[src/bba_pkg.sv]
// ----------------------------------------------------------------------------
// bba_pkg
// Shared constants for the first-fit bitmap block allocator: field widths
// and default geometry.
// ----------------------------------------------------------------------------
`default_nettype none

package bba_pkg;

   // Fixed field widths of the request and response words
   localparam int COUNT_W = 7;
   localparam int INDEX_W = 12;

   // Default geometry
   localparam int DEF_NUM_BLOCKS  = 4096;
   localparam int DEF_WORD_BITS   = 32;
   localparam int DEF_MAX_REQUEST = 64;

   // Response status codes
   localparam logic STATUS_OK     = 1'b0;
   localparam logic STATUS_REFUSE = 1'b1;

endpackage : bba_pkg

`default_nettype wire

[src/bitmap_block_allocator.sv]
// ----------------------------------------------------------------------------
// bitmap_block_allocator
// First-fit data block allocator over a used-block bitmap held in a
// synchronous memory.
//
//   channel | dir | handshake            | word
//   --------+-----+----------------------+-------------------------------------
//   req     | in  | req_valid/req_stall  | request_count
//   rsp     | out | rsp_valid/rsp_stall  | block_index, last, status
//
// Sequence: accept, then a read and a check for each bitmap word visited and
// a claim for each block claimed; the memory's registered read data sets the
// per-word cost. A refusal answers next cycle. Reset: control state clears and
// the free count returns to NUM_BLOCKS; a high-water mark makes never-written
// bitmap words read as all free, so there is no clearing pass. Stalls: a
// stalled response holds claims; a request waits for idle and an empty slot.
// ----------------------------------------------------------------------------
`default_nettype none

module bitmap_block_allocator
   import bba_pkg::*;
#(
   parameter int NUM_BLOCKS  = DEF_NUM_BLOCKS,
   parameter int WORD_BITS   = DEF_WORD_BITS,
   parameter int MAX_REQUEST = DEF_MAX_REQUEST
) (
   input  wire logic               clock,
   input  wire logic               reset,
   input  wire logic               req_valid,
   output logic                    req_stall,
   input  wire logic [COUNT_W-1:0] req_request_count,
   output logic                    rsp_valid,
   input  wire logic               rsp_stall,
   output logic      [INDEX_W-1:0] rsp_block_index,
   output logic                    rsp_last,
   output logic                    rsp_status
);

   localparam int MAP_WORDS = (NUM_BLOCKS + WORD_BITS - 1) / WORD_BITS;
   localparam int ADDR_W    = (MAP_WORDS > 1) ? $clog2(MAP_WORDS) : 1;

   logic                 mem_wr_en;
   logic [ADDR_W-1:0]    mem_wr_addr;
   logic [WORD_BITS-1:0] mem_wr_data;
   logic                 mem_rd_en;
   logic [ADDR_W-1:0]    mem_rd_addr;
   logic [WORD_BITS-1:0] mem_rd_data;

   // Bitmap storage
   bba_map_mem #(
      .DEPTH  (MAP_WORDS),
      .WIDTH  (WORD_BITS),
      .ADDR_W (ADDR_W)
   ) u_map_mem (
      .clock   (clock),
      .wr_en   (mem_wr_en),
      .wr_addr (mem_wr_addr),
      .wr_data (mem_wr_data),
      .rd_en   (mem_rd_en),
      .rd_addr (mem_rd_addr),
      .rd_data (mem_rd_data)
   );

   // Scan sequencer and response register
   bba_ctrl #(
      .NUM_BLOCKS  (NUM_BLOCKS),
      .WORD_BITS   (WORD_BITS),
      .MAX_REQUEST (MAX_REQUEST),
      .MAP_WORDS   (MAP_WORDS),
      .ADDR_W      (ADDR_W)
   ) u_ctrl (
      .clock             (clock),
      .reset             (reset),
      .req_valid         (req_valid),
      .req_stall         (req_stall),
      .req_request_count (req_request_count),
      .rsp_valid         (rsp_valid),
      .rsp_stall         (rsp_stall),
      .rsp_block_index   (rsp_block_index),
      .rsp_last          (rsp_last),
      .rsp_status        (rsp_status),
      .mem_wr_en         (mem_wr_en),
      .mem_wr_addr       (mem_wr_addr),
      .mem_wr_data       (mem_wr_data),
      .mem_rd_en         (mem_rd_en),
      .mem_rd_addr       (mem_rd_addr),
      .mem_rd_data       (mem_rd_data)
   );

   // A refusal is a single word: last set, index zero
   a_refuse_single: assert property (@(posedge clock) disable iff (reset)
      rsp_valid && (rsp_status == STATUS_REFUSE)
         |-> rsp_last && (rsp_block_index == '0))
      else $error("refused response not a single zero word");

   // No new request while a response word is pending
   a_no_overlap: assert property (@(posedge clock) disable iff (reset)
      rsp_valid |-> req_stall)
      else $error("request accepted while response pending");

   // After a refusal is accepted downstream, nothing else is in flight
   a_refuse_idle: assert property (@(posedge clock) disable iff (reset)
      rsp_valid && !rsp_stall && (rsp_status == STATUS_REFUSE) |=> !rsp_valid)
      else $error("extra response after refusal");

endmodule : bitmap_block_allocator

`default_nettype wire

[src/bba_map_mem.sv]
// ----------------------------------------------------------------------------
// bba_map_mem
// Used-block bitmap storage: one write port, one read port, registered
// read data. Contents are undefined until written.
// ----------------------------------------------------------------------------
`default_nettype none

module bba_map_mem
   import bba_pkg::*;
#(
   parameter int DEPTH  = DEF_NUM_BLOCKS / DEF_WORD_BITS,
   parameter int WIDTH  = DEF_WORD_BITS,
   parameter int ADDR_W = (DEPTH > 1) ? $clog2(DEPTH) : 1
) (
   input  wire logic              clock,
   input  wire logic              wr_en,
   input  wire logic [ADDR_W-1:0] wr_addr,
   input  wire logic [WIDTH-1:0]  wr_data,
   input  wire logic              rd_en,
   input  wire logic [ADDR_W-1:0] rd_addr,
   output logic      [WIDTH-1:0]  rd_data
);

   logic [WIDTH-1:0] map_ff [DEPTH];
   logic [WIDTH-1:0] rd_data_ff;

   // Write port
   always_ff @(posedge clock) begin
      if (wr_en) begin
         map_ff[wr_addr] <= wr_data;
      end
   end

   // Read port, registered
   always_ff @(posedge clock) begin
      if (rd_en) begin
         rd_data_ff <= map_ff[rd_addr];
      end
   end

   assign rd_data = rd_data_ff;

endmodule : bba_map_mem

`default_nettype wire

[src/bba_ctrl.sv]
// ----------------------------------------------------------------------------
// bba_ctrl
// Request sequencer: checks a nonzero request within MAX_REQUEST against the
// free count, walks the bitmap word by word through the memory, claims free
// bits MSB first, and drives the response register.
// ----------------------------------------------------------------------------
`default_nettype none

module bba_ctrl
   import bba_pkg::*;
#(
   parameter int NUM_BLOCKS  = DEF_NUM_BLOCKS,
   parameter int WORD_BITS   = DEF_WORD_BITS,
   parameter int MAX_REQUEST = DEF_MAX_REQUEST,
   parameter int MAP_WORDS   = (NUM_BLOCKS + WORD_BITS - 1) / WORD_BITS,
   parameter int ADDR_W      = (MAP_WORDS > 1) ? $clog2(MAP_WORDS) : 1
) (
   input  wire logic                 clock,
   input  wire logic                 reset,
   // request channel
   input  wire logic                 req_valid,
   output logic                      req_stall,
   input  wire logic [COUNT_W-1:0]   req_request_count,
   // response channel
   output logic                      rsp_valid,
   input  wire logic                 rsp_stall,
   output logic      [INDEX_W-1:0]   rsp_block_index,
   output logic                      rsp_last,
   output logic                      rsp_status,
   // bitmap memory
   output logic                      mem_wr_en,
   output logic      [ADDR_W-1:0]    mem_wr_addr,
   output logic      [WORD_BITS-1:0] mem_wr_data,
   output logic                      mem_rd_en,
   output logic      [ADDR_W-1:0]    mem_rd_addr,
   input  wire logic [WORD_BITS-1:0] mem_rd_data
);

   localparam int HW_W   = $clog2(MAP_WORDS + 1);
   localparam int BLK_W  = $clog2(NUM_BLOCKS);
   localparam int FREE_W = $clog2(NUM_BLOCKS + 1);
   localparam int POS_W  = $clog2(WORD_BITS);
   localparam int CMP_W  = (FREE_W > COUNT_W) ? FREE_W : COUNT_W;

   localparam logic [1:0] ST_IDLE = 2'd0;
   localparam logic [1:0] ST_READ = 2'd1;
   localparam logic [1:0] ST_SCAN = 2'd2;

   logic [1:0]           state_ff, state_in;
   logic [ADDR_W-1:0]    addr_ff, addr_in;
   logic [BLK_W-1:0]     base_ff, base_in;
   logic [WORD_BITS-1:0] word_ff, word_in;
   logic [COUNT_W-1:0]   remain_ff, remain_in;
   logic [FREE_W-1:0]    free_ff, free_in;
   logic [HW_W-1:0]      hw_ff, hw_in;

   logic                 rsp_valid_ff, rsp_valid_in;
   logic [INDEX_W-1:0]   rsp_index_ff, rsp_index_in;
   logic                 rsp_last_ff, rsp_last_in;
   logic                 rsp_status_ff, rsp_status_in;

   logic                 req_take;
   logic                 req_ok;
   logic                 out_free;
   logic                 hit;
   logic [POS_W-1:0]     hit_bit;
   logic [POS_W-1:0]     hit_off;
   logic [WORD_BITS-1:0] word_set;
   logic [BLK_W-1:0]     blk_idx;
   logic [BLK_W+INDEX_W-1:0] blk_ext;
   logic [CMP_W-1:0]     want_cmp;
   logic [CMP_W-1:0]     free_cmp;

   // Handshake: one request at a time, taken only with an empty response slot
   assign req_stall = (state_ff != ST_IDLE) || rsp_valid_ff;
   assign req_take  = req_valid && !req_stall;
   assign out_free  = !rsp_valid_ff || !rsp_stall;

   // Admission check
   assign want_cmp = CMP_W'(req_request_count);
   assign free_cmp = CMP_W'(free_ff);
   assign req_ok   = (req_request_count != '0)
                     && (req_request_count <= COUNT_W'(MAX_REQUEST))
                     && (free_cmp >= want_cmp);

   // First free bit, MSB side = lowest block
   always_comb begin
      hit     = 1'b0;
      hit_bit = '0;
      hit_off = '0;
      for (int i = 0; i < WORD_BITS; i++) begin
         if (!word_ff[i]) begin
            hit     = 1'b1;
            hit_bit = POS_W'(i);
            hit_off = POS_W'(WORD_BITS - 1 - i);
         end
      end
   end

   assign word_set = word_ff | (WORD_BITS'(1) << hit_bit);
   assign blk_idx  = base_ff + BLK_W'(hit_off);
   assign blk_ext  = {{INDEX_W{1'b0}}, blk_idx};

   // Sequencer
   always_comb begin
      state_in      = state_ff;
      addr_in       = addr_ff;
      base_in       = base_ff;
      word_in       = word_ff;
      remain_in     = remain_ff;
      free_in       = free_ff;
      hw_in         = hw_ff;
      mem_wr_en     = 1'b0;
      mem_rd_en     = 1'b0;
      mem_rd_addr   = addr_ff;
      rsp_valid_in  = rsp_valid_ff && rsp_stall;
      rsp_index_in  = rsp_index_ff;
      rsp_last_in   = rsp_last_ff;
      rsp_status_in = rsp_status_ff;

      unique case (state_ff)
         ST_IDLE: begin
            if (req_take) begin
               if (req_ok) begin
                  addr_in     = '0;
                  base_in     = '0;
                  remain_in   = req_request_count;
                  mem_rd_en   = 1'b1;
                  mem_rd_addr = '0;
                  state_in    = ST_READ;
               end else begin
                  rsp_valid_in  = 1'b1;
                  rsp_index_in  = '0;
                  rsp_last_in   = 1'b1;
                  rsp_status_in = STATUS_REFUSE;
               end
            end
         end
         ST_READ: begin
            // Words past the high-water mark were never written: all free
            word_in  = (HW_W'(addr_ff) < hw_ff) ? mem_rd_data : '0;
            state_in = ST_SCAN;
         end
         ST_SCAN: begin
            if (!hit) begin
               // Word full: write back, fetch the next one
               mem_wr_en   = 1'b1;
               addr_in     = addr_ff + ADDR_W'(1);
               base_in     = base_ff + BLK_W'(WORD_BITS);
               mem_rd_en   = 1'b1;
               mem_rd_addr = addr_ff + ADDR_W'(1);
               state_in    = ST_READ;
            end else if (out_free) begin
               // Claim one block
               word_in       = word_set;
               remain_in     = remain_ff - COUNT_W'(1);
               free_in       = free_ff - FREE_W'(1);
               rsp_valid_in  = 1'b1;
               rsp_index_in  = blk_ext[INDEX_W-1:0];
               rsp_last_in   = (remain_ff == COUNT_W'(1));
               rsp_status_in = STATUS_OK;
               if (remain_ff == COUNT_W'(1)) begin
                  mem_wr_en = 1'b1;
                  state_in  = ST_IDLE;
               end
            end
         end
         default: begin
            state_in = ST_IDLE;
         end
      endcase

      // Track highest word ever written
      if (mem_wr_en && (HW_W'(addr_ff) >= hw_ff)) begin
         hw_in = HW_W'(addr_ff) + HW_W'(1);
      end
   end

   assign mem_wr_addr = addr_ff;
   assign mem_wr_data = word_in;

   // Control registers
   always_ff @(posedge clock) begin
      if (reset) begin
         state_ff     <= ST_IDLE;
         free_ff      <= FREE_W'(NUM_BLOCKS);
         hw_ff        <= '0;
         rsp_valid_ff <= 1'b0;
      end else begin
         state_ff     <= state_in;
         free_ff      <= free_in;
         hw_ff        <= hw_in;
         rsp_valid_ff <= rsp_valid_in;
      end
   end

   // Datapath registers
   always_ff @(posedge clock) begin
      addr_ff       <= addr_in;
      base_ff       <= base_in;
      word_ff       <= word_in;
      remain_ff     <= remain_in;
      rsp_index_ff  <= rsp_index_in;
      rsp_last_ff   <= rsp_last_in;
      rsp_status_ff <= rsp_status_in;
   end

   assign rsp_valid       = rsp_valid_ff;
   assign rsp_block_index = rsp_index_ff;
   assign rsp_last        = rsp_last_ff;
   assign rsp_status      = rsp_status_ff;

endmodule : bba_ctrl

`default_nettype wire
[config.mk]
export PLATFORM = sky130hd
export DESIGN_NAME = bitmap_block_allocator
export DESIGN_NICKNAME = d
export VERILOG_FILES = /design/src/bba_pkg.sv /design/src/bitmap_block_allocator.sv /design/src/bba_map_mem.sv /design/src/bba_ctrl.sv
export SDC_FILE = /design/constraint.sdc
export NUM_CORES = 2
export LEC_CHECK = 0
export ABC_AREA = 1
export BUFFER_PORTS_ARGS = -buffer_cell sky130_fd_sc_hd__buf_2
export CORE_ASPECT_RATIO = 0.8
export CORE_MARGIN = 2
export CORE_UTILIZATION = 40
export DETAILED_ROUTE_END_ITERATION = 10
export GPL_TIMING_DRIVEN = 0
export HOLD_SLACK_MARGIN = 0.1
export PLACE_DENSITY = 0.61
export REMOVE_ABC_BUFFERS = 1
export SETUP_SLACK_MARGIN = 0.05
export SKIP_LAST_GASP = 1
export SLEW_MARGIN = 20
export SYNTH_ARGS = -nofsm -noshare
export SYNTH_HDL_FRONTEND = slang
export SYNTH_SLANG_ARGS = --single-unit
[constraint.sdc]
create_clock -name clock -period 8.9 [get_ports clock]
set_input_delay 1.78 -clock clock [delete_from_list [all_inputs] [get_ports clock]]
set_output_delay 1.78 -clock clock [all_outputs]
set_load 0.01 [all_outputs]
==> results.json <==
{
  "whs_ns": 0.488,
  "crit_slowest_cell": "nand3_1",
  "critPathRequiredTime_ns": 9.78,
  "cts_tree": "done",
  "regArea_mm2": 0.126,
  "setup_ws_ns": 0.277,
  "p_clk_frac": 0.286,
  "combPwrFrac": 0.244,
  "antenna_found_initial": 11,
  "setup_viol": 0,
  "drt_iter0_markers": 17019,
  "yosysSeqAreaShare": 0.728,
  "startpoint": "req_request_count[4]",
  "power.switching_w": 0.0181,
  "status": "finished, final reports clean",
  "power.internal_w": 0.0436,
  "ir_drop_uv": 398,
  "period_share": 0.969,
  "grt_use_met3": 0.0619,
  "io_pins": 27,
  "wl_per_cell_um": 26.0,
  "synth_area_per_cell_um2": 12.1,
  "fill_cells": 36829,
  "timing.slew.headroom": 0.218,
  "syn_to_final_growth_pct": 19.0,
  "pre_cts_ws_ns": -0.475,
  "critPathMaxFanout": 113,
  "via_per_inst": 5.86,
  "cp_slowest_stage_delay_ns": 0.45,
  "die_w_um": 740,
  "fin_crit_ns": 8.62,
  "gp_routability_congestion": 0.893,
  "final_core_util": 0.477,
  "grt-ovfl-total": 0,
  "holdBufCountCts": 0,
  "clock-root-buffer": "clkbuf_16",
  "row_count": 216,
  "finalClockSkew_ns": 0.0648,
  "rsz0062_at_grt": "no",
  "die_area_mm2": 0.438,
  "critPathLaunchType": "input pin",
  "netlist_area_mm2": 0.173,
  "fin_cells": 20521,
  "grt_max_degree": 114,
  "grt_pass1_wl_mm": 775,
  "ys_warn_count": 0,
  "fin_area_mm2": 0.206,
  "yosysTopAreaCell": "edfxtp_1",
  "grt.met2_usage": 0.348,
  "start_util": 0.401,
  "synth_top_area_frac": 0.721,
  "multi_input_area_mm2": 0.0426,
  "synth_ff_type": "edfxtp_1",
  "placed_cells": 19743,
  "cts.clk_slew.worst_paths_ns": 0.06,
  "fmaxAchievable_mhz": 116,
  "critPathCaptureType": "register",
  "drive_gt1_frac": 0.105,
  "power.share.switching": 0.294,
  "report.final.slew_viol_count": 0,
  "drtAntennaViolNets": 0,
  "leakagePower_nw": 70.6,
  "synth-seq-cells": 4219,
  "cts_sinks": 4219,
  "drt_wl_total_mm": 533,
  "portBuffers": 26,
  "p_per_area_mw_per_mm2": 300,
  "clkLatencyLatePin_ns": 1.04,
  "via_count": 120277,
  "ys_types": 46,
  "core_mm2": 0.432,
  "synthTopCellsByCount": "nand3_1, edfxtp_1, nand2_1, buf_2, clkbuf_1",
  "power_frac_seq": 0.469,
  "hold_class": "reg -> reg",
  "place_area_mm2": 0.193,
  "reg2reg_from": "u_ctrl.state_ff[0]",
  "grt_pass1_vias": 111264,
  "fin_nets": 14419,
  "drc_errors": 0,
  "die_h_um": 592,
  "clock_path_buffers": 4,
  "h-tree-depth": 5,
  "maxCapViolCount": 0,
  "hpwl_mm": 331,
  "arrival_ns": 9.51,
  "yosysMostFrequentCell": "nand3_1",
  "hold_path_startpoint": "u_ctrl.free_cmp[0]",
  "synth_edf_count": 4156,
  "criticalPathCategory": "in -> reg",
  "firstDrtPassIters": 6,
  "syn_inst": 14319,
  "synth.area.top_cells": "edfxtp_1, nand3_1, nand2_1",
  "grt_usage": 0.236,
  "met1_usage": 0.336,
  "synthArstFlopShare": 0,
  "numCtsBuffers": 416,
  "busiest_layer": "met2",
  "tightest_slew_ns": 1.17,
  "hold_viol_final": 0
}
==> cell families after synthesis <==
group | synth area share
AO/OA/AOI/OAI | 0.00491
XOR/XNOR | 0.000506
adder cells (fa/ha/maj) | 0.00166
buffers and inverters | 0.0341
flip-flops | 0.728
multiplexers | 0.0000650
AND/OR/NAND/NOR | 0.231
==> cell type report <==
type / count / area share
multi-input combinational: 8857 / 0.207
inverter: 124 / 0.00243
timing repair buffer: 767 / 0.0785
antenna: 16 / 0.000194
tap: 5777 / 0.0351
clock buffer: 522 / 0.0536
sequential: 4219 / 0.612
clock inverter: 239 / 0.0115
==> worst max-delay path: cells and delay by family <==
family	cells	cell delay [ns]
buffers and inverters	15	3.53
AND/OR/NAND/NOR	18	3.25
adder cells (fa/ha/maj)	1	0.31
==> state kept, by name, indices dropped and copies added (netlist names) <==
signal / count
u_ctrl.word_ff: 32
u_ctrl.remain_ff: 7
u_ctrl.rsp_last: 1
u_ctrl.rsp_block_index: 12
u_map_mem.rd_data: 32
u_ctrl.rsp_valid: 1
u_ctrl.free_cmp: 13
u_map_mem.map_ff: 4096
u_ctrl.base_ff: 7
u_ctrl.mem_wr_addr: 7
u_ctrl.state_ff: 2
u_ctrl.hw_ff: 8
u_ctrl.rsp_status: 1
==> power by group through the flow <==
stage               sequential (W)  combinational, W  clock (W)
CTS                         0.0289            0.0148     0.0178
global placement            0.0287           0.00559          0
global route                0.0290            0.0156     0.0186
detailed placement          0.0294            0.0148          0
floorplan                   0.0308           0.00383          0
finish                      0.0290            0.0151     0.0177
==> metrics by stage <==
stage | power [W] | TNS [ns]
3_3_place_gp | 0.0343 | -
6_report | 0.0617 | 0
4_1_cts | 0.0616 | 0
2_1_floorplan | 0.0346 | -3511.82
5_1_grt | 0.0631 | 0
3_5_place_dp | 0.0442 | -9.14
==> layer usage <==
layer	vias up	share of wire	wire, um
met4	8	0.041	21600
met3	1077	0.12	64100
li1	52800	-	-
met1	59788	0.40	216000
met5	-	0.00010	55
met2	6604	0.43	232000
==> final timing paths <==
check,slack [ns],endpoint,cells past startpoint
worst max-delay path,0.28,u_map_mem.rd_data[28],34
worst min-delay path,0.49,u_ctrl.free_cmp[0],2
worst max register to register,0.80,u_map_mem.rd_data[28],23
worst min register to register,0.49,u_ctrl.free_cmp[0],2
==> what timing repair did <==
action                                  4_1_cts  5_1_grt
setup buffers                                 0        0
endpoints found under the setup margin        0        5
gates resized for setup                       0        1
==> layout by cell type, fill, tap and decap left out, types with 63 or more instances in the layout <==
master	instances
nand2_1	2631
buf_8	65
nand3_1	5754
inv_1	113
edfxtp_1	4156
clkinv_2	77
nor2_1	88
buf_16	400
clkbuf_16	424
clkbuf_1	91
buf_6	121
nor2_4	138
buf_12	126
dfxtp_1	63
clkinv_1	94
No activity file was read; power rests on OpenSTA's default activity.
